$ cat src/rtl/core/sede_pkg.sv
// Shared types and constants for the squared distance engine.
// No dependencies; imported by sede_sqrt and the top level.
`timescale 1ns / 1ps

package sede_pkg;

  localparam int DATA_W        = 16;  // Q8.8 element
  localparam int IDX_W         = 10;
  localparam int LEN_W         = 11;
  localparam int SUM_W         = 43;  // Q27.16 sum
  localparam int ROW_W         = 16;
  localparam int MAG_W         = 16;  // |q - v| never exceeds 65535
  localparam int SQ_W          = 2 * MAG_W;
  localparam int ROOT_W        = 22;  // ceil(SUM_W / 2)
  localparam int REM_W         = ROOT_W + 2;
  localparam int CFG_W         = LEN_W;
  localparam int CFG_IDX_W     = 1;
  localparam int MAX_DIM_DEF   = 1024;
  localparam int LEN_CAP_LIMIT = 1024;

  localparam logic [SUM_W-1:0] SUM_MAX = {SUM_W{1'b1}};

  typedef enum logic {
    OP_LOAD = 1'b0,
    OP_ROW  = 1'b1
  } op_t;

  typedef enum logic [CFG_IDX_W-1:0] {
    CFG_VECTOR_LENGTH  = 1'b0,
    CFG_EUCLIDEAN_MODE = 1'b1
  } cfg_idx_t;

  typedef enum logic [2:0] {
    ST_IDLE,
    ST_DIFF,
    ST_SQ,
    ST_ACC,
    ST_ROOT,
    ST_EMIT
  } state_t;

  // handshake between the control and the root unit
  typedef struct packed {
    logic start;
    logic done;
  } root_ctl_t;

endpackage

$ cat src/rtl/core/sede_sqrt.sv
// Iterative floor square root, two radicand bits per cycle.
// Depends on sede_pkg.
`timescale 1ns / 1ps

module sede_sqrt (
  input  logic                        clk,
  input  logic                        rst_n,
  input  logic                        start,
  input  logic [sede_pkg::SUM_W-1:0]  radicand,
  output logic                        done,
  output logic [sede_pkg::ROOT_W-1:0] root
);

  import sede_pkg::*;

  localparam int X_W   = 2 * ROOT_W;
  localparam int CNT_W = $clog2(ROOT_W);

  logic [X_W-1:0]    x_r;
  logic [REM_W-1:0]  rem_r;
  logic [ROOT_W-1:0] root_r;
  logic [CNT_W-1:0]  cnt_r;
  logic              busy_r;
  logic              done_r;

  logic [REM_W+1:0]  rem_sh;
  logic [REM_W+1:0]  trial;
  logic              fits;

  always_comb begin
    rem_sh = {rem_r, x_r[X_W-1 -: 2]};
    trial  = (REM_W + 2)'({root_r, 2'b01});
    fits   = rem_sh >= trial;
  end

  always_ff @(posedge clk) begin
    if (!rst_n) begin
      busy_r <= 1'b0;
      done_r <= 1'b0;
    end else begin
      if (start) begin
        busy_r <= 1'b1;
        done_r <= 1'b0;
        cnt_r  <= CNT_W'(ROOT_W - 1);
        x_r    <= X_W'(radicand);
        rem_r  <= '0;
        root_r <= '0;
      end else if (busy_r) begin
        x_r    <= {x_r[X_W-3:0], 2'b00};
        rem_r  <= fits ? REM_W'(rem_sh - trial) : REM_W'(rem_sh);
        root_r <= {root_r[ROOT_W-2:0], fits};
        cnt_r  <= cnt_r - 1'b1;
        done_r <= (cnt_r == '0);
        if (cnt_r == '0) begin
          busy_r <= 1'b0;
        end
      end else begin
        done_r <= 1'b0;
      end
    end
  end

  assign done = done_r;
  assign root = root_r;

endmodule

$ cat config.mk
export PLATFORM = sky130hd
export DESIGN_NAME = sede_sqrt
export DESIGN_NICKNAME = d
export VERILOG_FILES = /design/src/rtl/core/sede_pkg.sv /design/src/rtl/core/sede_sqrt.sv
export SDC_FILE = /design/constraint.sdc
export NUM_CORES = 1
export LEC_CHECK = 0
export BUFFER_PORTS_ARGS = -buffer_cell sky130_fd_sc_hd__buf_2
export CORE_MARGIN = 4
export CORE_UTILIZATION = 25
export CTS_CLUSTER_SIZE = 25
export DETAILED_ROUTE_END_ITERATION = 10
export GPL_TIMING_DRIVEN = 0
export MAX_ROUTING_LAYER = met4
export PLACE_DENSITY = 0.39
export SYNTH_ARGS = -nofsm -noshare
export SYNTH_HDL_FRONTEND = slang
export SYNTH_SLANG_ARGS = --single-unit
$ cat constraint.sdc
create_clock -name clk -period 3.1 [get_ports clk]
set_clock_uncertainty 0.2 [all_clocks]
set_input_delay 0.155 -clock clk [delete_from_list [all_inputs] [get_ports clk]]
set_output_delay 0.155 -clock clk [all_outputs]
set_load 0.005 [all_outputs]
== Word-level counts from Yosys, hierarchy flattened ==
Cells that the tools add are included.

* Add/subtract/negate cells: 2
* Order comparisons: 1
* Mux-type cells: 9
* Bitwise logic cells: 2
* Reduce and logical (&&, ||, !) cells: 4

{| class="wikitable"
|+ Operators by type and width
! kind !! count
|-
| two-way mux 24 bit || 2
|-
| two-way mux 44 bit || 1
|-
| two-way mux 43 bit || 1
|-
| >= comparator 26 x 24 -> 1 bit || 1
|-
| subtractor 24 bit || 1
|-
| two-way mux 22 bit || 1
|-
| zero test 5 bit || 1
|-
| two-way mux 5 bit || 1
|-
| subtractor 5 x 1 -> 5 bit, second input constant || 1
|-
| two-way mux 1 bit || 3
|-
| OR reduction 3 bit || 1
|-
| inverter 1 bit || 2
|-
| AND reduction 2 bit || 1
|-
| nonzero test 2 bit || 1
|}

* Bits in registers: 97
* Input bits: 46
* Output and inout port bits: 23
* Word-level logic and storage cells: 25

== Depth between registers and ports, before layout ==
Gate-level depths: netlist of the first run.

* Depth in word-level cells: 4
* Gate-level depth with buffers: 12
* Gate-level depth less buffers: 10

== Worst setup path before layout of the first run ==
No wires, ideal clock.

* Kind: input port to flip-flop
* From: input port start
* To: register cnt_r[0] (enable)
* Setup time: 0.461 ns
* Arrival: 2.565 ns
* Required time: 2.439 ns
* Path slack: -0.126 ns
* Stages on the path: 3
* Buffers on the path: 2
* Path through: buf_4 > buf_6 > o21a_1

* Longest elaborated chain between the ends: 2

{| class="wikitable"
|+ RTL lines
! what !! RTL line !! text
|-
| start, declared || sede_sqrt.sv:8 || <nowiki>input logic start,</nowiki>
|-
| nonzero test 2 bit (no line) || -- ||
|-
| AND reduction 2 bit (no line) || -- ||
|-
| end signal, assigned || sede_sqrt.sv:44 || <nowiki>cnt_r <= CNT_W'(ROOT_W - 1);</nowiki>
|-
| end signal, assigned || sede_sqrt.sv:52 || <nowiki>cnt_r <= cnt_r - 1'b1;</nowiki>
|-
| end, declared || sede_sqrt.sv:22 || <nowiki>logic [CNT_W-1:0] cnt_r;</nowiki>
|}

No other way between the ends.
A chain may end at the register's enable or synchronous reset.

== Worst setup path in the final report of the first run ==
* From: register rem_r[5]
* To: register rem_r[23], data pin

* Longest elaborated chain between the ends: 3
* Elaborated cells on any way between the ends: 4
* Those cells by class: add/sub (1); order compare (1); mux (2)

{| class="wikitable"
|+ RTL lines
! what !! RTL line !! text
|-
| start, declared || sede_sqrt.sv:20 || <nowiki>logic [REM_W-1:0] rem_r;</nowiki>
|-
| start signal, assigned || sede_sqrt.sv:50 || <nowiki>rem_r <= fits ? REM_W'(rem_sh - trial) : REM_W'(rem_sh);</nowiki>
|-
| subtractor 24 bit or >= comparator 26 x 24 -> 1 bit (tied branches) || sede_sqrt.sv:50, sede_sqrt.sv:33 ||
|-
| two-way mux 24 bit (*) || sede_sqrt.sv:50 ||
|-
| two-way mux 24 bit (*) || sede_sqrt.sv:48 || <nowiki>end else if (busy_r) begin</nowiki>
|}

Every way passes the cells marked *; elsewhere a longest branch is shown, timed or not. The select of a mux whose other input is x is not followed.

==> results of run 1 <==
critical path: stages, from the launching register on:
cell and delay, ps:
edfxtp_1 400, ha_1 400, and3_2 260, nand2_2 100
o41a_4 550, nor2b_4 180, o221ai_2 130, and4b_1 210
a311o_1 310
repair_timing:
item	CTS	global route
setup buffers	2	8
hold endpoints to repair	47	0
setup endpoints to repair	24	23
pin swaps	1	5
hold buffers	45	0
gates resized for setup	3	33
kinds of logic after synthesis:
kind of cell | after synthesis
AND/OR/NAND/NOR | 119
XOR/XNOR | 19
adder cells (fa/ha/maj) | 25
multiplexers | 59
buffers and inverters | 48
AO/OA/AOI/OAI | 79
flip-flops | 97
cells in the mapped netlist (all sizes together), types with 2 or more instances:
cell type,count
nor2b,6
and2,4
clkbuf,7
o31ai,2
o211ai,2
inv,31
edfxtp,95
nor4,2
o21a,6
o21ai,16
a31o,2
xnor2,15
mux2i,17
mux2,42
dfxtp,2
nand4,3
a21o,7
ha,25
a31oi,3
xor2,4
nand2,26
and3,5
a211oi,5
a21oi,21
o41a,2
buf,10
nor2,59
nor3,5
a211o,3
state kept, by name, indices dropped and copies added, names as in the netlist:
| name | flops |
|---|---|
| x_r | 44 |
| rem_r | 24 |
| root | 22 |
| cnt_r | 5 |
| busy_r | 1 |
| done | 1 |
layer usage:
layer	up-vias	global-route usage (%)
met1	1837	14.3
met3	14	2.88
met2	70	17.8
li1	1894	-
met5	-	-
met4	0	3.62
area by class of cell:
type | count | area, µm² | area share, %
Clock buffer | 9 | 225 | 3.18
Buffer | 17 | 129 | 1.82
Multi-Input combinational cell | 301 | 2380 | 33.6
Inverter | 31 | 116 | 1.64
Tap cell | 275 | 344 | 4.85
Sequential cell | 97 | 2890 | 40.8
Clock inverter | 7 | 86.3 | 1.22
Timing Repair Buffer | 123 | 913 | 12.9
through the flow:
step | TNS (ps) | instance area, µm² | setup WS, ps | utilization, %
final | 0 | 7090 | 126 | 33.6
after CTS | 0 | 6860 | 3.64 | 32.5
after global placement | -2240 | 6050 | -192 | 28.7
after floorplan | 0 | 5370 | 325 | -
after global routing | -12.5 | 7090 | -10.2 | 33.6
after detailed placement | -2680 | 6080 | -211 | 28.8
power groups by stage:
stage	registers [mW]	clock network (mW)	logic, mW
6_report	1.62	1.18	0.947
3_3_place_gp	1.65	0	0.808
4_1_cts	1.62	1.22	0.876
5_1_grt	1.63	1.28	1.05
3_5_place_dp	1.65	0	0.818
2_1_floorplan	1.63	0	0.611
path summary, 6_finish.rpt:
check                         start                 endpoint  slack [ps]
min               busy_r$_SDFF_PN0_          done$_SDFF_PP0_         310
max reg2reg  rem_r[5]$_SDFFCE_PP0P_  rem_r[23]$_SDFFCE_PP0P_         130
max          rem_r[5]$_SDFFCE_PP0P_  rem_r[23]$_SDFFCE_PP0P_         130
min reg2reg       busy_r$_SDFF_PN0_          done$_SDFF_PP0_         310
==> impl_metrics.ini, run 1 <==
[floorplanning]
core-area_um2 = 21100
die_area_um2 = 23900
start_util_pct = 25.5
die_x_um = 155
row_count = 53
top_level_ports = 69
die_y_um = 155

[logic_synthesis]
ys_seq_area_share_pct = 53.9
ys_types = 60
synth_fa_ha_area_share_pct = 5.83
synth_xor_area_share_pct = 3.10
muxShareOfSynthArea_pct = 12.0
synth_fp_nets = 517
synthSimpleGateAreaFrac_pct = 10.4
ys_ff_latch = 97
synth-compound-area-share_pct = 10.5
synth-edff-count = 95
netlist_instances = 446
synth_top_flop_cell = edfxtp_1
async_reset_ff_share_pct = 0
synth_top_cell_by_area = edfxtp_1
synth_area_leaders = edfxtp_1, mux2_2, ha_1
synth_area_um2 = 5370
yosys.area.top_type_share_pct = 53.1
yosys_warnings = 0
synth_top_family_by_area = multiplexers
syn_area_per_cell_um2 = 12.0

[worst_setup_path]
reg2reg_depth = 8
worstPathArrival_ps = 2890
cp.required_ps = 3020
crit_fanout = 6
worstSetupPathType = reg2reg
crit_path_start_kind = flip-flop
worstSetupEndpointType = flip-flop

[clocking]
cts.clk_slew.worst_paths_ps = 80
numClockSinks = 97
clock-root-buffer = clkbuf_16
htreeDepth = 3
clockBufferDepth = 2
cts_tree = done
insertion_delay_ps = 360
cts_buffers = 9

[route]
drtIter0Drc = 157
wl_per_cell_um = 14.8
firstDrtPassIters = 4
wirelength_um = 12700
wl_met2_um = 5970
m1WireLength_um = 6020
drc = 0
wl_met3_um = 529
vias = 3815
ant_nets = 0
highest_layer = met4
viasPerCell = 4.44

[cells_and_area]
fill_cells = 2158
final_cell_mix = edfxtp_1, buf_2, nor2_1, dlygate4sd3_1, mux2_2
instances_no_fill = 860
fin_nets = 651
area_delta_synth_final_pct = 32.1
final_common_cell = edfxtp_1
final_layout_size_suffix_gt1_share_pct = 31.1
diodes = 0

[sta]
slew_headroom_pct = 48.1
hold_violations = 0
tightest_slew_ps = 778
fmaxAchievable_ghz = 0.336
period_share_pct = 95.9
slew_viol_final = 0
period_minus_slack_ps = 2970
setup_viol = 0
hold_ws_ps = 306

[min_path]
min_path_cells = 1
min_path_type = reg2reg

[global_route]
antenna_found_initial = 0
grt_pass1_wl_um = 20900
grt_pass1_vias = 4046
globalRouteOverflowTotal = 0
grtUsageTotal_pct = 11.3
grt_max_degree = 56

[pwr]
switching_share_pct = 30.0
ir_drop_mv = 0.238
leakage_nw = 2.74
power_switching_mw = 1.12
power.density_nw_per_um2 = 528
power_mw = 3.75
clock_power_share_pct = 31.6
p_seq_share_pct = 43.2
p_comb_share_pct = 25.3
p_int_mw = 2.62

[place]
dpl.cell_count = 789
dp_hpwl_um = 9040
place_congestion = 0.826
portBuffers = 67

[run]
maxCapViolations = 0

[outcome]
status = complete, no violations
Power figures use the tool's default switching activity.
==> run 2, diff against run 1 <==
--- a/config.mk
+++ b/config.mk
@@ -5,6 +5,7 @@
 export SDC_FILE = /design/constraint.sdc
 export NUM_CORES = 1
 export LEC_CHECK = 0
+export ABC_CLOCK_PERIOD_IN_PS = 3100
 export BUFFER_PORTS_ARGS = -buffer_cell sky130_fd_sc_hd__buf_2
 export CORE_MARGIN = 4
 export CORE_UTILIZATION = 25
==> constraint.sdc (replaced) <==
create_clock -name clk -period 3.1 [get_ports clk]
set_clock_uncertainty 0.2 [all_clocks]
set_input_delay 0.62 -clock clk [delete_from_list [all_inputs] [get_ports clk]]
set_output_delay 0.62 -clock clk [all_outputs]
set_load 0.005 [all_outputs]
==> run 2 against run 1 <==
Clock power barely moved. Critical endpoint unchanged. Critical path type unchanged. Sequential cell count did not move. Combinational power fell by 3.6%.
==> impl_metrics.ini, run 2 (same netlist as run 1, synthesis figures left out) <==
[clocking]
clockBufferDepth = 2
hold_buffers = 0
htreeDepth = 3
numClockSinks = 97
clock-root-buffer = clkbuf_16
cts.clk_slew.worst_paths_ps = 80
cts_buffers = 9
cts_tree = done
insertion_delay_ps = 360

[pwr]
clock_power_share_pct = 31.7
leakage_nw = 2.57
power_switching_mw = 1.11
p_seq_share_pct = 43.6
power.density_nw_per_um2 = 555
p_comb_share_pct = 24.6
p_int_mw = 2.59
ir_drop_mv = 0.236
switching_share_pct = 30.0

[worst_setup_path]
path_cells = ha_1, and3_2, nand2_2, o41a_4, nor2b_4, o221ai_2, and4b_1, a311o_1
reg2reg_to = rem_r[23]$_SDFFCE_PP0P_
crit_path_start_kind = flip-flop
crit_fanout = 6
worstSetupPathType = reg2reg
worstSetupEndpointType = flip-flop
slowest_delay_ps = 550
reg2reg_depth = 8
cp.required_ps = 3020
r2r_slack_ps = 130
worstPathArrival_ps = 2890
reg2reg_from = rem_r[5]$_SDFFCE_PP0P_
cp_slowest_cell = o41a_4

[sta]
slew_headroom_pct = 47.0
tns_ps = 0
hold_violations = 0
hold_ws_ps = 305
period_share_pct = 95.9
slew_viol_final = 0
tightest_slew_ps = 794
period_minus_slack_ps = 2970
setup_viol = 0
grt_setup_unrepaired = no
fmaxAchievable_ghz = 0.336

[floorplanning]
start_util_pct = 25.5
top_level_ports = 69
die_area_um2 = 23900
die_y_um = 155
row_count = 53
die_x_um = 155
core-area_um2 = 21100

[min_path]
min_path_type = reg2reg
holdCritStartpoint = busy_r$_SDFF_PN0_
min_path_cells = 1
worstHoldEndpoint = done$_SDFF_PP0_

[global_route]
antenna_found_initial = 1
use_met3_pct = 3.53
grt_pass1_vias = 3899
grt_busiest_layer = met2
grt_max_degree = 56
met1_usage_pct = 13.7
globalRouteOverflowTotal = 0
grtUsageTotal_pct = 11.0
grt_pass1_wl_um = 20200
globalRouteMet2Util_pct = 17.0

[cells_and_area]
area_delta_synth_final_pct = 24.3
fin_nets = 608
largest_register = x_r
final_layout_size_suffix_gt1_share_pct = 33.8
instances_no_fill = 818
final_util_pct = 31.6
design_area_um2 = 6670
largest_reg_flops = 44
final_common_cell = edfxtp_1
final_cell_mix = edfxtp_1, buf_2, nor2_1, mux2_2, inv_1

[route]
ant_nets = 0
drtIter0Drc = 176
wirelength_um = 12500
vias = 3674
wl_per_cell_um = 15.2
viasPerCell = 4.49
firstDrtPassIters = 4
drc = 0

[place]
portBuffers = 67
place_congestion = 0.826
placedInstanceArea_um2 = 6080
dpl.cell_count = 789
dp_hpwl_um = 9040

[run]
maxCapViolations = 0

[outcome]
status = complete, no violations
## run 2: cell count changes in the layout (fill, tap and decap cells not counted)
cell | before | now
buf_4 | 10 | 11
clkbuf_16 | 9 | 10
diode_2 | 0 | 1
dlygate4sd3_1 | 45 | 0
ha_1 | 17 | 18
ha_2 | 3 | 2
## run 2: cell type report
type	count	area (µm²)
Antenna cell	1	2.50
Buffer	17	129
Tap cell	275	344
Clock inverter	7	86.3
Fill cell	2204	14400
Clock buffer	9	225
Inverter	31	116
Multi-Input combinational cell	301	2380
Timing Repair Buffer	80	495
Sequential cell	97	2890
## run 2: power groups by stage
stage          Combinational [mW]  Clock [mW]  Sequential (mW)
2_1_floorplan               0.611           0             1.63
3_3_place_gp                0.808           0             1.65
3_5_place_dp                0.818           0             1.65
4_1_cts                     0.833        1.22             1.62
5_1_grt                      1.01        1.27             1.63
6_report                    0.913        1.18             1.62
## run 2: layer usage
| layer | share of wire (%) | up-vias | wire length [µm] |
|---|---|---|---|
| met5 | 0 | - | 0 |
| met4 | 1.6 | 0 | 198 |
| met3 | 5.7 | 14 | 710 |
| met2 | 46 | 72 | 5690 |
| met1 | 47 | 1782 | 5850 |
| li1 | - | 1806 | - |
## run 2: worst max-delay path by stage
stage	start	end	slack (ps)	cells after the start
after floorplan	root[5]$_SDFFCE_PP0P_	rem_r[23]$_SDFFCE_PP0P_	330	9
after global placement	start	root[8]$_SDFFCE_PP0P_	-340	3
after detailed placement	root[17]$_SDFFCE_PP0P_	rem_r[7]$_SDFFCE_PP0P_	-210	11
after CTS	root[10]$_SDFFCE_PP0P_	rem_r[7]$_SDFFCE_PP0P_	4	12
after global routing	rem_r[0]$_SDFFCE_PP0P_	rem_r[19]$_SDFFCE_PP0P_	7	10
final	rem_r[5]$_SDFFCE_PP0P_	rem_r[23]$_SDFFCE_PP0P_	130	8
## run 2: repair_timing
action	CTS	global route
setup buffers	2	9
resized for setup	3	32
pin swaps	1	7
cloned	0	1
setup endpoints to repair	24	23
## run 2: worst max-delay path: cells and delay by family, from the launching register on
family / cells / cell delay [ps]
flops: 1 / 400
simple gates: 4 / 750
compound gates: 3 / 990
fa+ha+maj: 1 / 400
## run 2: per-stage QoR
step                total power, mW  setup slack [ps]
floorplan                      2.25               325
global placement               2.46              -344
detailed placement             2.46              -211
CTS                            3.67              3.64
global route                   3.92              6.97
finish                         3.71               128
==> run 3, diff against run 2 <==
--- a/config.mk
+++ b/config.mk
@@ -6,7 +6,7 @@
 export NUM_CORES = 1
 export LEC_CHECK = 0
 export ABC_CLOCK_PERIOD_IN_PS = 3100
-export BUFFER_PORTS_ARGS = -buffer_cell sky130_fd_sc_hd__buf_2
+export BUFFER_PORTS_ARGS = -buffer_cell sky130_fd_sc_hd__buf_4
 export CORE_MARGIN = 4
 export CORE_UTILIZATION = 25
 export CTS_CLUSTER_SIZE = 25
==> run 3 against run 2 <==
Combinational power is 3.3% lower. Sequential share of layout area is 0.19 points lower. Clock power hardly changed. Sequential cell count stayed put. Cell count is 0.61% lower. Hold slack worse by 9.0 ps.
==> impl_metrics.ini, run 3 (same netlist as run 1, synthesis figures left out) <==
[global_route]
grt_max_degree = 50
grt_pass1_wl_um = 20100
globalRouteOverflowTotal = 0
grtUsageTotal_pct = 11.0
grt_pass1_vias = 3822
antenna_found_initial = 0

[clocking]
clockBufferDepth = 2
cts.clk_slew.worst_paths_ps = 80
hold_buffers = 0
cts_tree = done
htreeDepth = 3
numClockSinks = 97
clock-root-buffer = clkbuf_16
insertion_delay_ps = 360
cts_buffers = 9

[run]
maxCapViolations = 0

[pwr]
power.density_nw_per_um2 = 547
leakage_nw = 2.58
ir_drop_mv = 0.258

[route]
wirelength_um = 12600
viasPerCell = 4.49
ant_nets = 0
drc = 0
drtIter0Drc = 211
vias = 3649
firstDrtPassIters = 4
wl_per_cell_um = 15.5

[worst_setup_path]
crit_path_start_kind = flip-flop
reg2reg_from = root[2]$_SDFFCE_PP0P_
crit_fanout = 5
worstPathArrival_ps = 2890
cp.required_ps = 3010
path_cells = inv_1, ha_1, a21oi_1, o21ai_2, o31ai_2, o41a_4, nor2b_4, and3b_2, o41a_1
worstSetupPathType = reg2reg
startpoint = root[2]$_SDFFCE_PP0P_
slowest_delay_ps = 410
cp_slowest_cell = o31ai_2
worstSetupEndpointType = flip-flop

[floorplanning]
core-area_um2 = 21100
die_area_um2 = 23900
die_x_um = 155
row_count = 53
top_level_ports = 69
die_y_um = 155
start_util_pct = 25.5

[sta]
setup_viol = 0
slew_viol_final = 0
hold_violations = 0
hold_ws_ps = 296
period_minus_slack_ps = 2990
tightest_slew_ps = 746
grt_setup_unrepaired = yes
tns_ps = 0
period_share_pct = 96.3
slew_headroom_pct = 50.3
fmaxAchievable_ghz = 0.335

[cells_and_area]
final_cell_mix = edfxtp_1, buf_4, nor2_1, mux2_2, inv_1
fin_nets = 604
diodes = 0
largest_register = x_r
fill_cells = 2188
area_delta_synth_final_pct = 24.9
final_layout_size_suffix_gt1_share_pct = 31.6
final_common_cell = edfxtp_1
largest_reg_flops = 44

[min_path]
min_path_type = reg2reg
holdCritStartpoint = busy_r$_SDFF_PN0_

[outcome]
status = complete, no violations

[place]
place_congestion = 0.820
dp_hpwl_um = 9030
portBuffers = 67
## run 3: changes by cell type in the layout (fill, tap and decap cells not counted), moves of 3 or more
cell,previous run,this run
o21ai_1,2,5
ha_4,5,2
inv_1,26,29
buf_4,11,78
inv_2,5,2
o21ai_2,4,1
buf_2,67,0
buf_12,3,0
## run 3: area by class of cell
cell class	instances	area, µm²	area share [%]
flip-flops and latches	97	2890	43.2
multi-input cells	301	2330	34.8
well taps	275	344	5.13
repair buffers	76	591	8.81
inverters	31	116	1.74
clock buffers	9	225	3.36
plain buffers	17	120	1.79
clock inverters	7	83.8	1.25
## run 3: path summary, 6_finish.rpt
kind,depth (start not counted),to,slack (ps)
worst max register to register,9,rem_r[19]$_SDFFCE_PP0P_,110
worst max-delay path,9,rem_r[19]$_SDFFCE_PP0P_,110
worst min register to register,1,done$_SDFF_PP0_,300
worst min-delay path,1,done$_SDFF_PP0_,300
## run 3: critical path: cells and delay by family, from the launching register on
kind	cells	cell delay, ps
and+or+nand+nor	2	260
AOI/OAI and AO/OA	5	1480
buffers and inverters	1	110
DFF	1	400
adders and majority gates	1	290
## run 3: what timing repair did
action,in CTS,in global routing
gates resized for setup,4,17
pin swaps,1,2
endpoints found under the setup margin,23,21
setup buffers,1,7
## run 3: stage by stage
stage                     worst slack, ps  power [mW]  util, %  cell area [µm²]  instances
after floorplan                       325        2.25        -             5370        446
after global placement               -332        2.48     29.5             6220        788
after detailed placement             -169        2.49     29.6             6250        789
after CTS                           -1.30        3.69     31.2             6580        806
after global routing                -16.0        3.88     31.8             6700        813
final                                 114        3.67     31.8             6700        813
## run 3: metal layers
metal | part of all wire [%] | track usage, % | up-vias
met5 | 0 | - | -
met4 | 1.2 | 3.41 | 0
met3 | 5.6 | 3.33 | 11
met2 | 45 | 16.7 | 66
met1 | 48 | 14.0 | 1769
li1 | - | - | 1803
## run 3: power breakdown
group	switching (mW)	internal [mW]
Sequential	0.0429	1.57
Combinational	0.462	0.421
Clock	0.586	0.581
Total	1.09	2.58
